## src/sv/yakb_pkg.sv

```systemverilog
// yakb_pkg: shared types, constants and helpers for the YUV alpha key blender.
// Used by yakb_lane, yakb_ctrl, yakb_merge and yuv_alpha_key_blend.
// No dependencies.
package yakb_pkg;

  // Sample, weight and product widths
  localparam int SAMPLE_W = 10;
  localparam int PROD_W   = 2 * SAMPLE_W;
  localparam int CFG_IDX_W = 2;

  // Full-scale values and their log2 (M = 2^k - 1)
  localparam logic [SAMPLE_W-1:0] FULL_8BIT  = 10'd255;
  localparam logic [SAMPLE_W-1:0] FULL_10BIT = 10'd1023;
  localparam int SHIFT_8BIT  = 8;
  localparam int SHIFT_10BIT = 10;

  // Configuration register indexes
  typedef enum logic [CFG_IDX_W-1:0] {
    CFG_SAMPLE_MODE   = 2'd0,
    CFG_WEIGHT_SOURCE = 2'd1,
    CFG_MIX_WEIGHT    = 2'd2
  } cfg_idx_t;

  // Per-stage advance enables of the pipeline
  typedef struct packed {
    logic en1;
    logic en2;
    logic en3;
  } stage_en_t;

  // Sideband carried beside each word
  typedef struct packed {
    logic chroma_on;
    logic line_end;
  } side_t;

  // Full scale for the sample mode: 0 = 8-bit, 1 = 10-bit
  function automatic logic [SAMPLE_W-1:0] full_scale(input logic mode);
    return mode ? FULL_10BIT : FULL_8BIT;
  endfunction

  // Saturate a value to the full scale
  function automatic logic [SAMPLE_W-1:0] sat_full(input logic [SAMPLE_W-1:0] v,
                                                   input logic mode);
    logic [SAMPLE_W-1:0] m;
    m = full_scale(mode);
    return (v > m) ? m : v;
  endfunction

endpackage

```

## src/sv/yakb_lane.sv

```systemverilog
// yakb_lane: one blend lane, floor((f*w + b*(M-w)) / M) in three stages.
// Depends on yakb_pkg; enables come from yakb_ctrl.
module yakb_lane (
  input  logic                              clk,
  input  yakb_pkg::stage_en_t               en,
  input  logic                              mode,
  input  logic [yakb_pkg::SAMPLE_W-1:0]     fg,
  input  logic [yakb_pkg::SAMPLE_W-1:0]     bg,
  input  logic [yakb_pkg::SAMPLE_W-1:0]     w,
  output logic [yakb_pkg::SAMPLE_W-1:0]     result
);
  import yakb_pkg::*;

  logic [SAMPLE_W-1:0] m;
  logic [SAMPLE_W-1:0] f_sat;
  logic [SAMPLE_W-1:0] b_sat;
  logic [SAMPLE_W-1:0] w_inv;
  logic [PROD_W-1:0]   fg_prod_nxt, fg_prod_r;
  logic [PROD_W-1:0]   bg_prod_nxt, bg_prod_r;
  logic [PROD_W:0]     sum_w;
  logic [PROD_W-1:0]   mix_nxt, mix_r;
  logic [PROD_W:0]     est_w;
  logic [SAMPLE_W-1:0] est_nxt, est_r;
  logic [PROD_W-1:0]   back_w;
  logic [PROD_W-1:0]   rem_w;

  assign m = full_scale(mode);

  // Stage 1: saturate samples and form both weighted products
  always_comb begin
    f_sat       = sat_full(fg, mode);
    b_sat       = sat_full(bg, mode);
    w_inv       = m - w;
    fg_prod_nxt = f_sat * w;
    bg_prod_nxt = b_sat * w_inv;
  end

  always_ff @(posedge clk) begin
    if (en.en1) begin
      fg_prod_r <= fg_prod_nxt;
      bg_prod_r <= bg_prod_nxt;
    end
  end

  // Stage 2: add products, estimate quotient by x/(2^k-1) ~ (x + x>>k) >> k.
  // The estimate is exact or one low; the sum never exceeds M*M.
  always_comb begin
    sum_w   = {1'b0, fg_prod_r} + {1'b0, bg_prod_r};
    mix_nxt = sum_w[PROD_W-1:0];
    if (mode) begin
      est_w   = {1'b0, mix_nxt} + ({1'b0, mix_nxt} >> SHIFT_10BIT);
      est_nxt = est_w[SHIFT_10BIT +: SAMPLE_W];
    end else begin
      est_w   = {1'b0, mix_nxt} + ({1'b0, mix_nxt} >> SHIFT_8BIT);
      est_nxt = est_w[SHIFT_8BIT +: SAMPLE_W];
    end
  end

  always_ff @(posedge clk) begin
    if (en.en2) begin
      mix_r <= mix_nxt;
      est_r <= est_nxt;
    end
  end

  // Stage 3: remainder check, bump the estimate when remainder reaches M
  always_comb begin
    if (mode) begin
      back_w = {est_r, {SHIFT_10BIT{1'b0}}} - PROD_W'(est_r);
    end else begin
      back_w = {{(PROD_W-SAMPLE_W-SHIFT_8BIT){1'b0}}, est_r, {SHIFT_8BIT{1'b0}}}
               - PROD_W'(est_r);
    end
    rem_w  = mix_r - back_w;
    result = (rem_w >= PROD_W'(m)) ? est_r + 1'b1 : est_r;
  end

endmodule

```

## src/sv/yakb_ctrl.sv

```systemverilog
// yakb_ctrl: valid tracking, stage enables, line parity and sideband pipe.
// Depends on yakb_pkg.
module yakb_ctrl (
  input  logic                 clk,
  input  logic                 rst_n,
  input  logic                 mode,
  input  logic                 in_valid,
  output logic                 in_ready,
  input  logic                 in_line_end,
  output logic                 out_valid,
  input  logic                 out_ready,
  output yakb_pkg::stage_en_t  en,
  output yakb_pkg::side_t      side_s2
);
  import yakb_pkg::*;

  logic  v1_r, v2_r, v3_r;
  logic  odd_line_r, odd_line_nxt;
  logic  in_acc;
  side_t side_in;
  side_t side1_r, side2_r;

  // Advance a stage when it is empty or the next one moves
  always_comb begin
    en.en3 = !v3_r || out_ready;
    en.en2 = !v2_r || en.en3;
    en.en1 = !v1_r || en.en2;
  end

  assign in_ready  = en.en1;
  assign out_valid = v3_r;
  assign in_acc    = in_valid && en.en1;
  assign side_s2   = side2_r;

  // Chroma is produced on every line in 10-bit mode, on even lines in 8-bit mode
  always_comb begin
    side_in.chroma_on = mode || !odd_line_r;
    side_in.line_end  = in_line_end;
    odd_line_nxt      = odd_line_r ^ (in_acc && in_line_end);
  end

  // Hold valid bits and parity
  always_ff @(posedge clk) begin
    if (!rst_n) begin
      v1_r       <= 1'b0;
      v2_r       <= 1'b0;
      v3_r       <= 1'b0;
      odd_line_r <= 1'b0;
    end else begin
      odd_line_r <= odd_line_nxt;
      if (en.en1) begin
        v1_r <= in_valid;
      end
      if (en.en2) begin
        v2_r <= v1_r;
      end
      if (en.en3) begin
        v3_r <= v2_r;
      end
    end
  end

  // Advance sideband with the data
  always_ff @(posedge clk) begin
    if (en.en1) begin
      side1_r <= side_in;
    end
    if (en.en2) begin
      side2_r <= side1_r;
    end
  end

`ifndef SYNTHESIS
  a_parity_flip: assert property (@(posedge clk) disable iff (!rst_n)
    in_valid && in_ready && in_line_end |=> odd_line_r != $past(odd_line_r))
    else $error("line parity did not toggle on line end");

  a_parity_hold: assert property (@(posedge clk) disable iff (!rst_n)
    $past(rst_n) && !(in_valid && in_ready && in_line_end)
    |=> odd_line_r == $past(odd_line_r))
    else $error("line parity changed without line end");

  a_full_stall: assert property (@(posedge clk) disable iff (!rst_n)
    v1_r && v2_r && v3_r && !out_ready |-> !in_ready)
    else $error("input taken while pipeline is full and stalled");

  a_empty_ready: assert property (@(posedge clk) disable iff (!rst_n)
    !v1_r |-> in_ready)
    else $error("input refused while first stage is empty");
`endif

endmodule

```

## src/sv/yakb_merge.sv

```systemverilog
// yakb_merge: output register that gathers the four lane results and
// gates chroma by the line sideband. Depends on yakb_pkg.
module yakb_merge (
  input  logic                          clk,
  input  yakb_pkg::stage_en_t           en,
  input  yakb_pkg::side_t               side_s2,
  input  logic [yakb_pkg::SAMPLE_W-1:0] luma_even,
  input  logic [yakb_pkg::SAMPLE_W-1:0] luma_odd,
  input  logic [yakb_pkg::SAMPLE_W-1:0] chroma_u,
  input  logic [yakb_pkg::SAMPLE_W-1:0] chroma_v,
  output logic [yakb_pkg::SAMPLE_W-1:0] out_luma_even,
  output logic [yakb_pkg::SAMPLE_W-1:0] out_luma_odd,
  output logic [yakb_pkg::SAMPLE_W-1:0] out_chroma_u,
  output logic [yakb_pkg::SAMPLE_W-1:0] out_chroma_v,
  output logic                          out_chroma_valid,
  output logic                          out_line_end
);
  import yakb_pkg::*;

  logic [SAMPLE_W-1:0] luma_even_r, luma_odd_r, chroma_u_r, chroma_v_r;
  logic [SAMPLE_W-1:0] chroma_u_nxt, chroma_v_nxt;
  side_t               side_r;

  // Drop chroma on lines without it
  always_comb begin
    chroma_u_nxt = side_s2.chroma_on ? chroma_u : '0;
    chroma_v_nxt = side_s2.chroma_on ? chroma_v : '0;
  end

  // Hold the finished word until taken
  always_ff @(posedge clk) begin
    if (en.en3) begin
      luma_even_r <= luma_even;
      luma_odd_r  <= luma_odd;
      chroma_u_r  <= chroma_u_nxt;
      chroma_v_r  <= chroma_v_nxt;
      side_r      <= side_s2;
    end
  end

  assign out_luma_even    = luma_even_r;
  assign out_luma_odd     = luma_odd_r;
  assign out_chroma_u     = chroma_u_r;
  assign out_chroma_v     = chroma_v_r;
  assign out_chroma_valid = side_r.chroma_on;
  assign out_line_end     = side_r.line_end;

endmodule

```

## src/sv/yuv_alpha_key_blend.sv

```systemverilog
// yuv_alpha_key_blend: keyed or constant-weight mix of a foreground pixel pair
// over the background pair. Depends on yakb_pkg, yakb_lane, yakb_ctrl, yakb_merge.
//
//   channel | direction | handshake           | word
//   in      | input     | in_valid/in_ready   | fg/bg pair, two keys, line end
//   out     | output    | out_valid/out_ready | blended pair, chroma flag, line end
//   cfg     | input     | cfg_valid/cfg_ready | register index and data
//
// One word per cycle while out_ready holds or the pipeline has an empty stage.
// Four lanes (two luma, U, V) each multiply, add with a quotient estimate, then
// correct by one remainder compare; the output register is the last stage.
// Reset is synchronous; it clears the configuration registers, valid bits and line parity.
// A stalled output holds every stage behind it; empty stages still fill.
module yuv_alpha_key_blend (
  input  logic                            clk,
  input  logic                            rst_n,
  // configuration
  input  logic                            cfg_valid,
  output logic                            cfg_ready,
  input  logic [yakb_pkg::CFG_IDX_W-1:0]  cfg_index,
  input  logic [yakb_pkg::SAMPLE_W-1:0]   cfg_data,
  // input words
  input  logic                            in_valid,
  output logic                            in_ready,
  input  logic [yakb_pkg::SAMPLE_W-1:0]   in_fg_luma_even,
  input  logic [yakb_pkg::SAMPLE_W-1:0]   in_fg_luma_odd,
  input  logic [yakb_pkg::SAMPLE_W-1:0]   in_fg_chroma_u,
  input  logic [yakb_pkg::SAMPLE_W-1:0]   in_fg_chroma_v,
  input  logic [yakb_pkg::SAMPLE_W-1:0]   in_key_even,
  input  logic [yakb_pkg::SAMPLE_W-1:0]   in_key_odd,
  input  logic [yakb_pkg::SAMPLE_W-1:0]   in_bg_luma_even,
  input  logic [yakb_pkg::SAMPLE_W-1:0]   in_bg_luma_odd,
  input  logic [yakb_pkg::SAMPLE_W-1:0]   in_bg_chroma_u,
  input  logic [yakb_pkg::SAMPLE_W-1:0]   in_bg_chroma_v,
  input  logic                            in_line_end,
  // result words
  output logic                            out_valid,
  input  logic                            out_ready,
  output logic [yakb_pkg::SAMPLE_W-1:0]   out_luma_even,
  output logic [yakb_pkg::SAMPLE_W-1:0]   out_luma_odd,
  output logic [yakb_pkg::SAMPLE_W-1:0]   out_chroma_u,
  output logic [yakb_pkg::SAMPLE_W-1:0]   out_chroma_v,
  output logic                            out_chroma_valid,
  output logic                            out_line_end
);
  import yakb_pkg::*;

  logic                sample_mode_r;
  logic                weight_source_r;
  logic [SAMPLE_W-1:0] mix_weight_r;
  logic [SAMPLE_W-1:0] w_even, w_odd;
  stage_en_t           en;
  side_t               side_s2;
  logic [SAMPLE_W-1:0] res_luma_even, res_luma_odd, res_chroma_u, res_chroma_v;

  assign cfg_ready = 1'b1;

  // Write configuration registers; unknown indexes are dropped
  always_ff @(posedge clk) begin
    if (!rst_n) begin
      sample_mode_r   <= 1'b0;
      weight_source_r <= 1'b0;
      mix_weight_r    <= '0;
    end else if (cfg_valid && cfg_ready) begin
      unique case (cfg_idx_t'(cfg_index))
        CFG_SAMPLE_MODE:   sample_mode_r   <= cfg_data[0];
        CFG_WEIGHT_SOURCE: weight_source_r <= cfg_data[0];
        CFG_MIX_WEIGHT:    mix_weight_r    <= cfg_data;
        default: ;
      endcase
    end
  end

  // Pick per-pixel key or constant weight, saturated to full scale
  always_comb begin
    if (weight_source_r) begin
      w_even = sat_full(mix_weight_r, sample_mode_r);
      w_odd  = w_even;
    end else begin
      w_even = sat_full(in_key_even, sample_mode_r);
      w_odd  = sat_full(in_key_odd, sample_mode_r);
    end
  end

  yakb_ctrl u_ctrl (
    .clk         (clk),
    .rst_n       (rst_n),
    .mode        (sample_mode_r),
    .in_valid    (in_valid),
    .in_ready    (in_ready),
    .in_line_end (in_line_end),
    .out_valid   (out_valid),
    .out_ready   (out_ready),
    .en          (en),
    .side_s2     (side_s2)
  );

  yakb_lane u_lane_luma_even (
    .clk    (clk),
    .en     (en),
    .mode   (sample_mode_r),
    .fg     (in_fg_luma_even),
    .bg     (in_bg_luma_even),
    .w      (w_even),
    .result (res_luma_even)
  );

  yakb_lane u_lane_luma_odd (
    .clk    (clk),
    .en     (en),
    .mode   (sample_mode_r),
    .fg     (in_fg_luma_odd),
    .bg     (in_bg_luma_odd),
    .w      (w_odd),
    .result (res_luma_odd)
  );

  yakb_lane u_lane_chroma_u (
    .clk    (clk),
    .en     (en),
    .mode   (sample_mode_r),
    .fg     (in_fg_chroma_u),
    .bg     (in_bg_chroma_u),
    .w      (w_even),
    .result (res_chroma_u)
  );

  yakb_lane u_lane_chroma_v (
    .clk    (clk),
    .en     (en),
    .mode   (sample_mode_r),
    .fg     (in_fg_chroma_v),
    .bg     (in_bg_chroma_v),
    .w      (w_even),
    .result (res_chroma_v)
  );

  yakb_merge u_merge (
    .clk              (clk),
    .en               (en),
    .side_s2          (side_s2),
    .luma_even        (res_luma_even),
    .luma_odd         (res_luma_odd),
    .chroma_u         (res_chroma_u),
    .chroma_v         (res_chroma_v),
    .out_luma_even    (out_luma_even),
    .out_luma_odd     (out_luma_odd),
    .out_chroma_u     (out_chroma_u),
    .out_chroma_v     (out_chroma_v),
    .out_chroma_valid (out_chroma_valid),
    .out_line_end     (out_line_end)
  );

endmodule
```

## config.mk

```make
export PLATFORM = sky130hd
export DESIGN_NAME = yuv_alpha_key_blend
export DESIGN_NICKNAME = d
export VERILOG_FILES = /design/src/sv/yakb_pkg.sv /design/src/sv/yakb_lane.sv /design/src/sv/yakb_ctrl.sv /design/src/sv/yakb_merge.sv /design/src/sv/yuv_alpha_key_blend.sv
export SDC_FILE = /design/constraint.sdc
export NUM_CORES = 2
export LEC_CHECK = 0
export ABC_CLOCK_PERIOD_IN_PS = 7500
export BUFFER_PORTS_ARGS = -buffer_cell sky130_fd_sc_hd__buf_2
export CAP_MARGIN = 15
export CORE_AREA = 4 4 367 369
export DETAILED_ROUTE_END_ITERATION = 12
export DIE_AREA = 0 0 371 373
export SLEW_MARGIN = 20
export SYNTH_ARGS = -nofsm -noshare
export SYNTH_HDL_FRONTEND = slang
export SYNTH_HIERARCHICAL = 1
export SYNTH_SLANG_ARGS = --single-unit
```

## constraint.sdc

```tcl
create_clock -name clk -period 7.5 [get_ports clk]
set_clock_uncertainty 0.1 [all_clocks]
set_input_delay 0.75 -clock clk [delete_from_list [all_inputs] [get_ports clk]]
set_output_delay 0.75 -clock clk [all_outputs]
set_load 0.01 [all_outputs]
```

# Word level (Yosys, flattened, before mapping)
# Index checks and enable logic that the tools add are counted.
# word_totals
ff_bits	342
output_inout_bits	45
# op_classes
add_sub_neg	30
mul	8
n_lt_le_gt_ge	15
n_eq_ne	2
mux	26
n_bitwise	1
n_reduce_logical	14
# op_table
op	count
$mux 10	22
$mul 10x10->20	8
$gt 10x10->1	11
$add 20x10->20	4
$add 20x20->20	4
$ge 20x10->1	4
$mux 20	4
$sub 20x10->20	4
$sub 20x20->20	4
$sub 18x10->19	4
$add 18x12->18	4
$add 10x1->10 const B	4
$sub 10x10->10	2
$reduce_and 2->1	3
$logic_not 1->1	4
$logic_or 1x1->1	4
$eq 2x1->1 const B	1
$eq 2x2->1 const B	1
$logic_and 1x1->1	2
$logic_not 2->1	1
$xor 1x1->1	1

# Logic depth before layout (Yosys ltp)
# logic_depth
word_depth	7
depth_mapped	30

# Cells and area by module
# Netlist, hierarchy kept.
# modules_own_cells
module	instances	cells_per_inst	area_each_um2	seq_area_each_um2
yakb_lane at u_lane_luma_even	1	1398	12787.3	2102.0
yakb_lane at u_lane_chroma_u	1	1346	12349.3	2102.0
yakb_lane at u_lane_chroma_v	1	1347	12260.5	2102.0
yakb_lane at u_lane_luma_odd	1	1312	12182.9	2102.0
yakb_merge	1	64	1422.6	1261.2
yuv_alpha_key_blend	1	105	964.7	240.2
yakb_ctrl	1	23	304.0	200.2

# Least setup slack after synthesis
# Ideal clock, no wire load.
# synth_path
path_type	register to register
start	reg sample_mode_r
end	reg u_lane_chroma_u.bg_prod_r[18], data pin
setup_time_ps	258
arrival_ps	8010
required_time_ps	7142
path_slack_ps	-867
stages_incl_launch_ff	27
n_path_buf	1
synth_period_minus_slack_ps	8367
path_cell_list	dfxtp_1 inv_1 ha_1 nand4_1 o31a_1 o211ai_1 a21boi_0 ha_1 buf_1 or2_2 fa_1 fa_1 inv_1 fa_1 fa_1 inv_1 fa_1 inv_1 ha_1 and2_1 o21ai_0 o31ai_1 o31ai_1 o21ai_0 o21a_1 nor2_1 xnor2_1
# synth_via
elab_chain_len	6
word_cells_on_any_way	10
classes_between	add/sub (1); mul (1); order compare (3); mux (5)
# synth_lines
element	line_no	source
from (decl)	yuv_alpha_key_blend.sv:48	logic sample_mode_r;
from (signal assigned)	yuv_alpha_key_blend.sv:66	CFG_SAMPLE_MODE: sample_mode_r <= cfg_data[0];
$mux 10 *	yakb_pkg.sv:39	return mode ? FULL_10BIT : FULL_8BIT;
$gt 10x10->1	yakb_pkg.sv:47	return (v > m) ? m : v;
$mux 10	yakb_pkg.sv:47	
$mux 10 *	yuv_alpha_key_blend.sv:76	if (weight_source_r) begin
via w_even[8]	yuv_alpha_key_blend.sv:51	logic [SAMPLE_W-1:0] w_even, w_odd;
$sub 10x10->10 *	yakb_lane.sv:33	w_inv = m - w;
$mul 10x10->20 *	yakb_lane.sv:35	bg_prod_nxt = b_sat * w_inv;
via u_lane_chroma_u.bg_prod_nxt[18]	yakb_lane.sv:19	logic [PROD_W-1:0] bg_prod_nxt, bg_prod_r;
to (signal assigned)	yakb_lane.sv:41	bg_prod_r <= bg_prod_nxt;
to (decl)	yakb_lane.sv:19	
# Mark *: on every way through the listed nets, which the timed path passes. The rest lies on a longest branch.
# A chain may end at the register's enable or synchronous reset.

# Worst setup path after layout
# layout_path
start	reg sample_mode_r
end	reg u_lane_luma_even.bg_prod_r[17], data pin
# layout_via
elab_chain_len	6
word_cells_on_any_way	10
classes_between	add/sub (1); mul (1); order compare (3); mux (5)
# layout_lines
element	line_no
$mux 10 *	yakb_pkg.sv:39
$gt 10x10->1	yakb_pkg.sv:47
$mux 10	yakb_pkg.sv:47
$mux 10 *	yuv_alpha_key_blend.sv:76
via w_even[9]	yuv_alpha_key_blend.sv:51
$sub 10x10->10 *	yakb_lane.sv:33
$mul 10x10->20 *	yakb_lane.sv:35
via u_lane_luma_even.bg_prod_nxt[17]	yakb_lane.sv:19
to (signal assigned)	yakb_lane.sv:41
to (decl)	yakb_lane.sv:19
# Marks and branches as above.

==> impl_metrics.py <==
metrics = {
    "timing": {
        "fin_crit_sh": 0.968,
        "finalCriticalPeriod_ns": 7.26,
        "holdWs_ns": 0.269,
        "hold_viol_final": 0,
        "max_freq_mhz": 138,
        "setup_tns_ns": 0,
        "max_slew.worst_pin.slew_ns": 1.02,
        "slew_headroom": 0.319,
        "setup_viol": 0,
        "maxSlewViolCount": 0,
    },
    "routing": {
        "dr.pass1.iters": 8,
        "wl_per_cell_um": 18.3,
        "vias": 40800,
        "ant_nets": 0,
        "wirelength_mm": 139,
        "first_iter_violations": 2486,
        "vias_per_cell": 5.37,
        "drc": 0,
    },
    "outcome": {
        "status": "finished clean",
    },
    "clock_network": {
        "cts_sinks": 342,
        "clk_path_buf_depth": 3,
        "clk-insertion-delay-late_ns": 0.61,
        "ctsHoldBuffers": 0,
        "cts_buffers": 42,
        "clock-root-buffer": "clkbuf_16",
        "clkSlewWorstSetupHoldPaths_ns": 0.06,
        "cts_tree": "yes",
        "htreeDepth": 2,
    },
    "floorplanning": {
        "core-area_um2": 131000,
        "die_area_um2": 138000,
        "io-pin-count": 163,
        "start_util": 0.399,
        "rows": 133,
        "die_x_um": 371,
        "dieHeight_um": 373,
    },
    "critical_path": {
        "path_class": "register to register",
        "slowest_stage": "fa_1",
        "worst_setup_path_end_kind": "register",
        "worst-path-max-fanout": 5,
        "critPathLaunchType": "register",
        "path_buf_inv": 6,
        "cpMostUsedCell": "fa_1",
        "critical-path-top-delay-family": "adder cells",
        "critPathMaxStageDelay_ns": 0.57,
        "critPathRequiredTime_ns": 7.73,
        "cp_data_arrival_time_ns": 7.49,
    },
    "yosys": {
        "synthFlopType": "edfxtp_1",
        "synth_commonest_cells": "722 x ha_1, 575 x inv_1, 513 x nor2_1",
        "synthTopCellsByArea": "fa_1 19%, edfxtp_1 19%, ha_1 17%",
        "synth_top_area_cell": "fa_1",
        "synth_seq_cells": 342,
        "syn_area_um2": 52300,
        "netlist_instances": 5595,
        "syn_nets": 6939,
        "synth_cell_types": 134,
        "yosysSeqAreaShare": 0.193,
        "synth_area_per_cell_um2": 9.34,
        "async_reset_ff_frac": 0,
        "yosysWarningCount": 6,
        "synth_top_area_frac": 0.193,
        "synth-edff-count": 326,
        "yosysMostFrequentCell": "ha_1",
    },
    "global_route": {
        "grt_pass1_wl_mm": 223,
        "first_global_vias": 41400,
        "gr-usage-all-layers": 0.199,
        "grt.overflow.total": 0,
        "antenna_found_initial": 7,
        "grt_max_degree": 159,
    },
    "placement": {
        "placed_cells": 7503,
        "dp_hpwl_mm": 113,
        "place_congestion": 0.949,
        "io_buffers": 161,
    },
    "layout": {
        "finalCoreUtilization": 0.438,
        "drive_gt1_frac": 0.123,
        "fin_cells": 7588,
        "area_growth_pct": 9.87,
        "fin_nets": 7144,
    },
    "job": {
        "cap_violations": 0,
    },
    "hold_path": {
        "min_path_type": "input port to register",
    },
}
## logic make-up (layout without fill, tap and decap cells)
logic type,Yosys count,count (layout),synth area share
AOI/OAI and AO/OA,968,968,0.125
xor gates and xnor gates,389,389,0.0653
buffers and inverters,749,986,0.0571
and+or+nand+nor,1876,1876,0.185
muxes,44,44,0.00864
DFF,342,342,0.193
adders and majority gates,1226,1226,0.366
other,1,2,0.0000717
## flip-flops by register name (all words and copies together) (netlist names), 20 cells and up
signal / cells
u_lane_chroma_u/bg_prod_r: 20
u_lane_chroma_u/fg_prod_r: 20
u_lane_chroma_u/mix_r: 20
u_lane_chroma_v/bg_prod_r: 20
u_lane_chroma_v/fg_prod_r: 20
u_lane_chroma_v/mix_r: 20
u_lane_luma_even/bg_prod_r: 20
u_lane_luma_even/fg_prod_r: 20
u_lane_luma_even/mix_r: 20
u_lane_luma_odd/bg_prod_r: 20
u_lane_luma_odd/fg_prod_r: 20
u_lane_luma_odd/mix_r: 20
## per-layer routing
metal  wire length [um]  GRT usage  part of all wire
met1              63800      0.274              0.46
met2              64400      0.331              0.46
met3               7680     0.0313             0.055
met4               3120     0.0442             0.022
met5                 23          0           0.00017
## cells in the final DEF, fill, tap and decap left out, types with 19 or more instances in the layout
master | synthesis | routed
clkbuf_16 | 0 | 44
a21o_1 | 92 | 90
nor4_1 | 27 | 27
ha_1 | 722 | 720
o21bai_1 | 35 | 34
nor2b_1 | 180 | 180
buf_4 | 4 | 161
xnor2_1 | 265 | 265
fa_1 | 504 | 504
nand2b_1 | 57 | 55
nor3_1 | 102 | 102
xor2_1 | 123 | 122
o21ai_0 | 187 | 183
inv_1 | 575 | 573
or3_1 | 27 | 27
o21ai_1 | 18 | 19
buf_2 | 8 | 161
mux2i_1 | 38 | 38
and3_1 | 36 | 36
o31ai_1 | 37 | 30
nand4_1 | 55 | 55
a31oi_1 | 35 | 34
a211oi_1 | 34 | 32
o211ai_1 | 37 | 37
nand3_1 | 78 | 78
o21a_1 | 35 | 35
or2_2 | 176 | 176
nor2_1 | 513 | 512
and2_1 | 165 | 165
a21oi_1 | 247 | 245
edfxtp_1 | 326 | 326
nand2_1 | 348 | 347
## worst paths after layout
kind | from | to | slack [ns] | cells after the start
setup reg to reg | sample_mode_r | u_lane_luma_even/bg_prod_r[17] | 0.24 | 26
hold / removal | in_line_end | u_ctrl/side1_r[0] | 0.27 | 1
setup / recovery | sample_mode_r | u_lane_luma_even/bg_prod_r[17] | 0.24 | 26
hold reg to reg | u_ctrl/side_s2[0] | u_merge/out_line_end | 0.32 | 0
## per-stage QoR
step,worst slack (ns),instance area [um2]
after floorplan,0.00874,52300
after global placement,0.0689,55800
after detailed placement,-0.0756,55800
after CTS,0.00163,57200
after global routing,-0.0419,57400
final,0.239,57400
## final cells by class
class,count,area [um2]
repair buffers,332,2210
inverters,578,2180
diodes,1,2.50
flip-flops and latches,342,10100
clock buffers,50,1110
fillers,12900,73700
multi-input cells,4504,39400
clock inverters,26,260
well taps,1755,2200
## what timing repair did
action / 4_1_cts / 5_1_grt
pin swaps: 0 / 13
cloned: 0 / 1
resized for setup: 1 / 38
setup buffers: 0 / 7
endpoints found under the setup margin: 3 / 39
Power is not shown: default switching activity piles up to over one toggle a cycle in this logic, so the estimate is an artifact.
